`src/hdl/assert_macros.svh`:
```
// Assertion helpers shared by the RTL.
`ifndef ASSERT_MACROS_SVH
`define ASSERT_MACROS_SVH

// Checks that an implication holds at every clock edge outside reset.
`define ASSERT_IMPL(label, clk, rst, lhs, rhs) \
  label: assert property (@(posedge clk) disable iff (rst) (lhs) |-> (rhs)) \
    else $error("assertion failed");

// Checks that when lhs holds, rhs holds in the following cycle.
`define ASSERT_NEXT(label, clk, rst, lhs, rhs) \
  label: assert property (@(posedge clk) disable iff (rst) (lhs) |=> (rhs)) \
    else $error("assertion failed");

`endif

```
`src/hdl/bsb_ram.sv`:
```
module bsb_ram #(
  parameter int Width = 32,
  parameter int Depth = 64
) (
  input  logic clk,
  input  logic we,
  input  logic [$clog2(Depth)-1:0] waddr,
  input  logic [Width-1:0] wdata,
  input  logic [$clog2(Depth)-1:0] raddr,
  output logic [Width-1:0] rdata
);
  logic [Width-1:0] mem [Depth];

  always_ff @(posedge clk) begin
    if (we) begin
      mem[waddr] <= wdata;
    end
    rdata <= mem[raddr];
  end
endmodule

```
`config.mk`:
```
export PLATFORM = sky130hd
export DESIGN_NAME = bsb_ram
export DESIGN_NICKNAME = d
export VERILOG_FILES = /design/src/hdl/assert_macros.svh /design/src/hdl/bsb_ram.sv
export SDC_FILE = /design/constraint.sdc
export NUM_CORES = 2
export LEC_CHECK = 0
export BUFFER_PORTS_ARGS = -buffer_cell sky130_fd_sc_hd__buf_4
export CORE_UTILIZATION = 45
export DETAILED_ROUTE_END_ITERATION = 12
export PLACE_DENSITY = 0.7
export RECOVER_POWER = 25
export SLEW_MARGIN = 20
export SYNTH_ARGS = -nofsm -noshare
export SYNTH_HDL_FRONTEND = slang
export SYNTH_SLANG_ARGS = --single-unit
```
`constraint.sdc`:
```
create_clock -name clk -period 5.6 [get_ports clk]
set_clock_uncertainty 0.1 [all_clocks]
set_input_delay 1.12 -clock clk [delete_from_list [all_inputs] [get_ports clk]]
set_output_delay 1.12 -clock clk [all_outputs]
set_load 0.05 [all_outputs]
```
==> results.yml <==
global_route:
  grt_max_degree: 66
  globalRouteMet1Util: 0.3229
  top_usage_layer: "met2"
  track_usage: 0.2297
  grt_pass1_wl_mm: 281.8
  met3_usage: 0.04497
  grt_overflow_total: 0
  antenna_found_initial: 7
  grt_pass1_vias: 37150
  gr-usage-met2: 0.3562
sta:
  setup_violations: 0
  period_minus_slack_ns: 3.798
  maxSlewHeadroom: -1.199
  timing.fmax_mhz: 263.3
  worst_pin_slew_ns: 3.298
  fin_setup_tns_ns: 0
  rsz0062_at_grt: "false"
  hold_viol: 0
  maxSlewViolCount: 1755
  timing.final.crit_share: 0.6783
layout:
  final_common_cell: "edfxtp_1"
  fin_nets: 3607
  final_layout_size_suffix_gt1_frac: 0.2934
  finalNonFillerCells: 6039
  finalInstanceArea_mm2: 0.08910
  final_cell_mix: "edfxtp_1, mux4_2, clkbuf_16"
  area_growth_pct: 13.48
pwr:
  power.leakage_nw: 27.54
  p_per_area_mw_per_mm2: 358.2
  intPower_mw: 25.09
  vdd_ir_drop_max_v: 0.0002747
  pwr-share-seq: 0.544
  power.switching_mw: 6.829
  clkPwrFrac: 0.403
  combPwrFrac: 0.054
  swShare: 0.2140
setup_path:
  cp_max_fo: 50
  cp-end-kind: "register"
  start_kind: "input pin"
  cp-startpoint: "raddr[0]"
  crit_type: "input pin to register"
  cp.required_ns: 6.19
  ff2ff_setup_slack_ns: 3.15
  r2r-start: "mem[42][7]$_DFFE_PP_"
  crit_arrival_ns: 4.38
  r2r_cells: 4
  r2r_end: "rdata[7]$_DFF_P_"
clocking:
  clk_pin_slew_ns: 0.07
  root_buffer: "clkbuf_16"
  worstSkewPairLatency_ns: 0.83
  cts_made_buffers: 193
  clock_sinks: 2080
  cts_buffer_depth: 3
  cts_tree: "done"
  holdBufCountCts: 0
  htreeDepth: 4
  cts_resized: 0
  cts_setup_buffers: 0
min_path:
  hold_path_end: "mem[49][20]$_DFFE_PP_"
  holdPathStages: 2
  hold_start: "waddr[2]"
  hold_class: "input pin to register"
logic_synthesis:
  ys_warn_count: 0
  synth_seq_area_share: 0.7914
  ys_ff_latch: 2080
  synthCells: 3324
  avgSynthCellArea_um2: 23.62
  syn-cell-area_mm2: 0.07852
  syn-num-nets: 3370
  synth_cell_type_count: 34
floorplan:
  die_h_um: 419.7
  die_w_um: 419.7
  initial_utilization: 0.4552
  num_rows: 152
  io_pins: 78
  core_mm2: 0.1725
  dieArea_mm2: 0.1762
place:
  dp.cells: 5675
  globalplace.congestion: 0.8428
  portBuffers: 77
  placed_area_mm2: 0.08296
  place_hpwl_mm: 115.6
drt:
  routed_wl_mm: 200.5
  vias: 37650
  drt_drc_violations_left: 0
  drtPass1Iterations: 7
  via_per_inst: 6.234
  first_iter_violations: 5429
  drt-wirelength-per-cell_um: 33.21
  ant_nets: 0
run_status:
  status: "finished, violations left"
  violations: "max-capacitance violations, max-slew violations"
flow_run:
  drv_cap: 27
[stage by stage]
stage	power, mW	hold WS [ns]	util	setup WS (ns)
finish	31.92	0.6279	0.5165	1.802
global route	32.67	0.6203	0.5165	1.763
CTS	32.02	0.5805	0.5169	1.825
detailed placement	19.38	0.6533	0.4809	1.017
global placement	19.36	0.6344	0.4808	0.9618
floorplan	18.55	0.5632	-	1.220
[power by group through the flow]
stage               sequential, mW  clock (mW)  combinational, mW
finish                        17.4        12.8               1.71
global route                  17.4        13.5               1.79
CTS                           17.3        13.0               1.73
detailed placement            17.7           0               1.72
global placement              17.7           0               1.70
floorplan                     17.7           0              0.838
[cell type report]
| type | instances | area [µm²] |
|---|---|---|
| well taps | 2310 | 2890 |
| clock buffers | 279 | 5518 |
| flip-flops and latches | 2080 | 62140 |
| repair buffers | 224 | 1884 |
| diodes | 4 | 10.01 |
| clock inverters | 80 | 686.9 |
| fillers | 13070 | 83400 |
| multi-input cells | 1062 | 15970 |
[registers in the layout (all words and copies together), names as in the netlist]
signal and count:
mem 2048, rdata 32
[per-layer routing]
layer	vias up	wire length, µm
li1	14760	-
met1	20170	75880
met2	2371	95520
met3	345	21080
met4	6	8010
met5	-	37
[critical path, stage by stage]
cell     delay [ns]
buf_8          0.53
buf_4          0.60
buf_4          0.32
mux4_2         0.54
o22ai_1        0.19
nor2_1         0.18
a21oi_1        0.67
nor2_1         0.10
[cell families after synthesis]
kind of cell	after synthesis	synth area share
DFF	2080	0.7914
buffers and inverters	182	0.01128
AOI/OAI and AO/OA	202	0.01673
and+or+nand+nor	223	0.01265
muxes	637	0.1679
[synth_stat cells (all sizes together)]
library cell | instances | area share
edfxtp | 2048 | 0.78
mux4 | 544 | 0.16
nor2 | 137 | 0.0065
buf | 108 | 0.0077
mux2i | 93 | 0.012
o22ai | 84 | 0.0067
clkbuf | 74 | 0.0035
a21oi | 62 | 0.0040
dfxtp | 32 | 0.0082
o221ai | 27 | 0.0030
nand2 | 26 | 0.0012
nor2b | 15 | 0.0012
a22oi | 12 | 0.0011
a311oi | 8 | 0.00089
nand2b | 8 | 0.00064
nor3 | 7 | 0.00045
nand3 | 5 | 0.00032
nand3b | 5 | 0.00048
or3b | 5 | 0.00056
a41o | 4 | 0.00051
and3 | 4 | 0.00032
o32ai | 4 | 0.00045
or2 | 3 | 0.00024
or3 | 3 | 0.00024
and2 | 2 | 0.00016
nand4 | 2 | 0.00016
a31oi | 1 | 0.000080
nand4b | 1 | 0.00011
[how the worst max path moves through the flow]
| stage | endpoint | depth (start not counted) |
|---|---|---|
| global route | rdata[23]$_DFF_P_ | 8 |
| floorplan | mem[48][0]$_DFFE_PP_ | 4 |
| finish | rdata[23]$_DFF_P_ | 8 |
| detailed placement | rdata[23]$_DFF_P_ | 8 |
| CTS | rdata[23]$_DFF_P_ | 8 |
| global placement | rdata[23]$_DFF_P_ | 8 |
Note: power is estimated with default switching activity, not from simulation.
