[src/hdl/assert_macros.svh]
// Assertion helpers shared by the RTL.
`ifndef ASSERT_MACROS_SVH
`define ASSERT_MACROS_SVH

// Checks that an implication holds at every clock edge outside reset.
`define ASSERT_IMPL(label, clk, rst, lhs, rhs) \
  label: assert property (@(posedge clk) disable iff (rst) (lhs) |-> (rhs)) \
    else $error("assertion failed");

// Checks that when lhs holds, rhs holds in the following cycle.
`define ASSERT_NEXT(label, clk, rst, lhs, rhs) \
  label: assert property (@(posedge clk) disable iff (rst) (lhs) |=> (rhs)) \
    else $error("assertion failed");

`endif

[src/hdl/bsb_pkg.sv]
package bsb_pkg;
  localparam int KnotCount = 64;
  localparam int MaxDegree = 7;
  localparam int FracBits = 16;
  localparam int SlotW = $clog2(KnotCount);
  localparam int DegW = $clog2(MaxDegree + 1);
  localparam int DataW = 32;
  localparam int EpsW = 16;
  localparam int RegIdxW = 1;
  localparam int QuoW = DataW + FracBits + 2;
  localparam int QCntW = $clog2(QuoW + 1);
  localparam int MulCntW = $clog2(DataW + 2);

  localparam logic [RegIdxW-1:0] RegDegree = 1'b0;
  localparam logic [RegIdxW-1:0] RegEpsilon = 1'b1;

  localparam logic KindWrite = 1'b0;
  localparam logic KindEval = 1'b1;

  typedef enum logic [4:0] {
    StIdle, StBase0, StBase1, StBase2, StBase3,
    StLoad0, StLoad1, StLoad2, StLoad3, StLoad4, StLoad5,
    StSpan, StDiv, StDivEnd, StMul, StMulEnd, StTerm,
    StStore, StDone
  } state_t;

  typedef enum logic [1:0] {WtIdle, WtDiv, WtMul, WtFin} weigh_state_t;

  typedef struct packed {
    logic start;
    logic signed [DataW:0] num;
    logic signed [DataW:0] den;
    logic signed [DataW-1:0] lower;
  } wt_req_t;

  typedef struct packed {
    logic busy;
    logic done;
  } wt_stat_t;

  function automatic logic signed [DataW-1:0] sat32(input logic signed [DataW+FracBits+3:0] v);
    logic signed [DataW+FracBits+3:0] mx;
    logic signed [DataW+FracBits+3:0] mn;
    mx = (DataW+FracBits+4)'($signed(32'sh7fffffff));
    mn = (DataW+FracBits+4)'($signed(32'sh80000000));
    if (v > mx) begin
      return mx[DataW-1:0];
    end else if (v < mn) begin
      return mn[DataW-1:0];
    end
    return v[DataW-1:0];
  endfunction
endpackage

[src/hdl/bsb_weigh.sv]
// Computes sat(sat(n * 2^F / d) * lower / 2^F) with a restoring divider and
// a shift-add multiplier, one bit per cycle.
module bsb_weigh (
  input  logic clk,
  input  logic rst,
  input  bsb_pkg::wt_req_t req,
  output bsb_pkg::wt_stat_t stat,
  output logic signed [bsb_pkg::DataW-1:0] term
);
  localparam int DW = bsb_pkg::DataW;
  localparam int FB = bsb_pkg::FracBits;
  localparam int QW = bsb_pkg::QuoW;
  localparam int PW = 2 * DW;

  bsb_pkg::weigh_state_t st;
  bsb_pkg::weigh_state_t st_next;
  logic [bsb_pkg::QCntW-1:0] qcnt;
  logic [bsb_pkg::MulCntW-1:0] mcnt;
  logic [QW-1:0] dividend;
  logic [DW:0] divisor;
  logic [DW:0] rem;
  logic [QW-1:0] quo;
  logic qneg;
  logic pneg;
  logic [DW-1:0] mcand;
  logic [DW-1:0] mplier;
  logic [PW-1:0] prod;
  logic [DW+1:0] rem_sh;
  logic [DW+1:0] rem_sub;
  logic [DW:0] psum;
  logic signed [DW-1:0] ratio;
  logic [DW:0] nmag;
  logic [DW:0] dmag;
  logic signed [DW+FB+3:0] qs;
  logic signed [DW+FB+3:0] ps;

  always_comb begin
    nmag = req.num[DW] ? (DW+1)'(-req.num) : req.num;
    dmag = req.den[DW] ? (DW+1)'(-req.den) : req.den;
    rem_sh = {rem, dividend[QW-1]};
    rem_sub = rem_sh - {1'b0, divisor};
    qs = qneg ? -$signed({2'b00, quo}) : $signed({2'b00, quo});
    ratio = bsb_pkg::sat32(qs);
    psum = {1'b0, prod[PW-1:DW]} + (mplier[0] ? {1'b0, mcand} : '0);
    ps = pneg ? -$signed({4'b0000, prod[PW-1:FB]})
              : $signed({4'b0000, prod[PW-1:FB]});
  end

  always_comb begin
    st_next = st;
    case (st)
      bsb_pkg::WtIdle: if (req.start) st_next = bsb_pkg::WtDiv;
      bsb_pkg::WtDiv: if (qcnt == bsb_pkg::QCntW'(1)) st_next = bsb_pkg::WtMul;
      bsb_pkg::WtMul: if (mcnt == bsb_pkg::MulCntW'(1)) st_next = bsb_pkg::WtFin;
      bsb_pkg::WtFin: st_next = bsb_pkg::WtIdle;
      default: st_next = bsb_pkg::WtIdle;
    endcase
  end

  always_ff @(posedge clk) begin
    if (rst) begin
      st <= bsb_pkg::WtIdle;
      stat <= '0;
    end else begin
      st <= st_next;
      stat.busy <= (st_next != bsb_pkg::WtIdle);
      stat.done <= (st == bsb_pkg::WtFin);
    end
  end

  always_ff @(posedge clk) begin
    case (st)
      bsb_pkg::WtIdle: begin
        dividend <= QW'({nmag, FB'(0)});
        divisor <= dmag;
        rem <= '0;
        quo <= '0;
        qcnt <= bsb_pkg::QCntW'(QW);
        qneg <= req.num[DW] ^ req.den[DW];
        mcand <= req.lower[DW-1] ? DW'(-req.lower) : req.lower;
        pneg <= req.lower[DW-1];
      end
      bsb_pkg::WtDiv: begin
        dividend <= {dividend[QW-2:0], 1'b0};
        qcnt <= qcnt - 1'b1;
        if (!rem_sub[DW+1]) begin
          rem <= rem_sub[DW:0];
          quo <= {quo[QW-2:0], 1'b1};
        end else begin
          rem <= rem_sh[DW:0];
          quo <= {quo[QW-2:0], 1'b0};
        end
        if (qcnt == bsb_pkg::QCntW'(1)) begin
          mcnt <= bsb_pkg::MulCntW'(DW + 1);
        end
      end
      bsb_pkg::WtMul: begin
        if (mcnt == bsb_pkg::MulCntW'(DW + 1)) begin
          mplier <= ratio[DW-1] ? DW'(-ratio) : ratio;
          pneg <= pneg ^ ratio[DW-1];
          prod <= '0;
        end else begin
          prod <= {psum, prod[DW-1:1]};
          mplier <= mplier >> 1;
        end
        mcnt <= mcnt - 1'b1;
      end
      bsb_pkg::WtFin: begin
        term <= bsb_pkg::sat32(ps);
      end
      default: ;
    endcase
  end
endmodule

[config.mk]
export PLATFORM = sky130hd
export DESIGN_NAME = bsb_weigh
export DESIGN_NICKNAME = d
export VERILOG_FILES = /design/src/hdl/assert_macros.svh /design/src/hdl/bsb_pkg.sv /design/src/hdl/bsb_weigh.sv
export SDC_FILE = /design/constraint.sdc
export NUM_CORES = 1
export LEC_CHECK = 0
export BUFFER_PORTS_ARGS = -buffer_cell sky130_fd_sc_hd__clkbuf_2
export CAP_MARGIN = 20
export CORE_MARGIN = 1
export CORE_UTILIZATION = 30
export DETAILED_ROUTE_END_ITERATION = 10
export GPL_TIMING_DRIVEN = 0
export PLACE_DENSITY_LB_ADDON = 0.2
export SYNTH_ARGS = -nofsm -noshare
export SYNTH_HDL_FRONTEND = slang
export SYNTH_SLANG_ARGS = --single-unit
export TNS_END_PERCENT = 1
[constraint.sdc]
create_clock -name clk -period 10.25 [get_ports clk]
set_clock_uncertainty 0.15 [all_clocks]
set_input_delay 0 -clock clk [delete_from_list [all_inputs] [get_ports clk]]
set_output_delay 0 -clock clk [all_outputs]
set_load 0.05 [all_outputs]
==> impl_metrics.tcl <==
set metrics [dict create \
    p_leak_nw 10.0 \
    cts_resized 0 \
    synthSimpleGateAreaFrac_pct 19.7 \
    ys_top_cells_by_count "308 x edfxtp_1, 203 x nand2_1, 174 x o21ai_0, 168 x nor2_1, 133 x xnor2_1" \
    fin_tns_setup_ns 0 \
    worst-slew-pin-transition_ns 0.988 \
    synth-compound-area-share_pct 16.8 \
    yosys.area.top_type "edfxtp_1" \
    placed_cell_area_um2 23200 \
    cts_tree "yes" \
    hold_viol_final 0 \
    remaining_drc_errors 0 \
    antenna_left 0 \
    synth_cell_type_count 93 \
    endpoint_kind "register" \
    wl_mm 59.2 \
    synth_top_cell_area_share_pct 43.5 \
    crit_path_max_fanout 10 \
    finalCritPeriodShare_pct 72.9 \
    numCtsBuffers 41 \
    drt-initial-drc-count 1035 \
    antenna_cells 0 \
    grt_pass1_vias 17600 \
    die_y_um 268 \
    synth_seq_cells 312 \
    synthCells 2196 \
    finalSetupViolCount 0 \
    hold_class "input pin to register" \
    synth_area_um2 21200 \
    grt.met3_usage_pct 2.21 \
    grt_usage_pct 16.4 \
    synth_area_leaders "edfxtp_1 44%, xnor2_1 5.5%, xor2_1 4.5%" \
    outcome "complete, no violations" \
    worstPathArrival_ns 7.58 \
    rows 97 \
    io_buffers 134 \
    slew_viol_final 0 \
    place.detailed.hpwl_mm 43.8 \
    ys_warn_count 0 \
    cts_root_buf "clkbuf_16" \
    worstSetupPathType "register to register" \
    dr.pass1.iters 5 \
    final_util_pct 37.4 \
    cts.clk_slew.worst_paths_ns 0.06 \
    start_util_pct 30.3 \
    drive_above_1_share_pct 10.1 \
    slew_headroom_pct 33.3 \
    via_per_inst 5.09 \
    clock-sinks 312 \
    rsz0062_at_grt "false" \
    period_minus_slack_ns 7.47 \
    syn2layout_area_growth_pct 23.4 \
    grt_max_degree 69 \
    final_cells 3516 \
    power_density_nw_per_um2 127 \
    synth_most_common_cell "edfxtp_1" \
    synth_enable_flop_cells 308 \
    grt_overflow 0 \
    ys_seq_area_share_pct 43.9 \
    dieArea_um2 71900 \
    use_met1_pct 21.2 \
    die_w_um 268 \
    fmax_ghz 0.134 \
    clkLatencyLatePin_ns 0.57 \
    vdd.ir_drop.worst_mv 0.107 \
    synth-main-ff-cell "edfxtp_1" \
    routedWlPerCell_um 16.9 \
    antenna_found_initial 1 \
    vias 17900 \
    cap_violations 0 \
    place.gp.congestion 0.865 \
    async_reset_ff_share_pct 0 \
    synth_nets 2374 \
    stdcell_area_um2 26200 \
    synthXorXnorAreaFrac_pct 9.98 \
    synth.avg_cell_area_um2 9.68 \
    critPathLaunchType "register" \
    clockBufferDepth 3 \
    synth_top_family_by_area "simple AND/OR/NAND/NOR gates" \
    busiest_layer "met2" \
    core_um2 70000 \
    ios 135 \
    grt_pass1_wl_mm 94.8 \
    h-tree-depth 2 \
    nets 2728 \
    synthMuxAreaShare_pct 1.53 \
    synthAdderAreaFrac_pct 4.60 \
    dp.cells 3276 \
    globalRouteMet2Util_pct 28.3 \
    required_ns 10.36 \
]
[cell type report]
| class | instances | area (um2) |
|---|---|---|
| clock buffer | 44 | 1060 |
| clock inverter | 25 | 214 |
| inverter | 83 | 319 |
| tap | 940 | 1180 |
| multi-input combinational | 1700 | 11200 |
| sequential | 312 | 9330 |
| timing repair buffer | 311 | 2510 |
| fill | 7040 | 43800 |
| buffer | 101 | 432 |
[power breakdown]
| part | total (W) | internal [W] | switching (W) | leakage (nW) |
|---|---|---|---|---|
| sequential | 0.00148 | 0.00147 | 0.0000168 | 3.23 |
| combinational | 0.000445 | 0.000205 | 0.000241 | 6.21 |
| clock | 0.00139 | 0.000817 | 0.000575 | 0.607 |
| total | 0.00332 | 0.00249 | 0.000833 | 10.0 |
[repair_timing]
item | CTS | global route
hold endpoints to repair | 102 | 0
hold buffers | 170 | 0
buffers inserted | 0 | 0
[path summary, 6_finish.rpt]
kind | startpoint | endpoint | slack (ns) | cells after the start
max | quo[0]$_SDFFCE_PN0P_ | mplier[24]$_DFFE_PP_ | 2.78 | 22
min | req[32] | divisor[0]$_DFFE_PP_ | 0.04 | 2
max reg2reg | quo[0]$_SDFFCE_PN0P_ | mplier[24]$_DFFE_PP_ | 2.78 | 22
min reg2reg | mplier[7]$_DFFE_PP_ | mplier[6]$_DFFE_PP_ | 0.36 | 2
[stage by stage]
step	setup WS (ns)	hold slack, ns	total power (W)
after floorplan	4.46	-0.0809	0.00176
after global routing	2.33	0.0169	0.00347
after global placement	2.82	0.0508	0.00188
final	2.78	0.0426	0.00332
after detailed placement	2.82	0.0595	0.00188
after CTS	2.77	0.0179	0.00337
[cell families (layout without fill, tap and decap cells)]
group / count (synthesis) / in the layout
and+or+nand+nor: 797 / 797
AOI/OAI and AO/OA: 552 / 552
DFF: 312 / 312
xor gates and xnor gates: 242 / 242
buffers and inverters: 184 / 564
adders and majority gates: 77 / 77
muxes: 32 / 32
[critical path, cell delays in order, from the launching register on]
cell and delay (ns):
edfxtp_1 0.46, inv_1 0.13, ha_1 0.23, nor4b_1 0.63, nand4_1 0.62, or3_1 0.60
o41ai_1 0.33, xor2_1 0.30, nand4b_1 0.18, nor4_4 0.35, nor2_2 0.20, a21oi_1 0.28
ha_1 0.19, clkbuf_1 0.41, nand3_1 0.19, nor3_1 0.37, and3_1 0.32, a21oi_1 0.18
or4_1 0.43, a21oi_1 0.27, nand4_1 0.16, o21ai_0 0.17, a21oi_2 0.04
[placed cells by master, fill, tap and decap left out, types with 80 or more instances in the layout]
cell type      count
nand2_1          203
o21ai_0          174
and2_1           102
xor2_1           109
xnor2_1          133
edfxtp_1         308
a21oi_1          106
clkbuf_2         134
nor2_1           167
clkbuf_1          83
dlygate4sd3_1    170
inv_1             80
[metal layers]
metal  wire, um  vias to the layer above
li1           -                     8846
met1      27200                     8542
met2      28300                      399
met3       2340                       98
met4       1360                        2
met5          7                        -
[sequential cells by signal, summed over array words and instances, names as in the netlist, 2 cells and up]
register,flops
prod,48
term,32
qcnt,6
dividend,34
stat,2
mcnt,6
st,2
quo,50
mcand,32
mplier,32
rem,33
divisor,33
(Power assumes the default switching activity.)
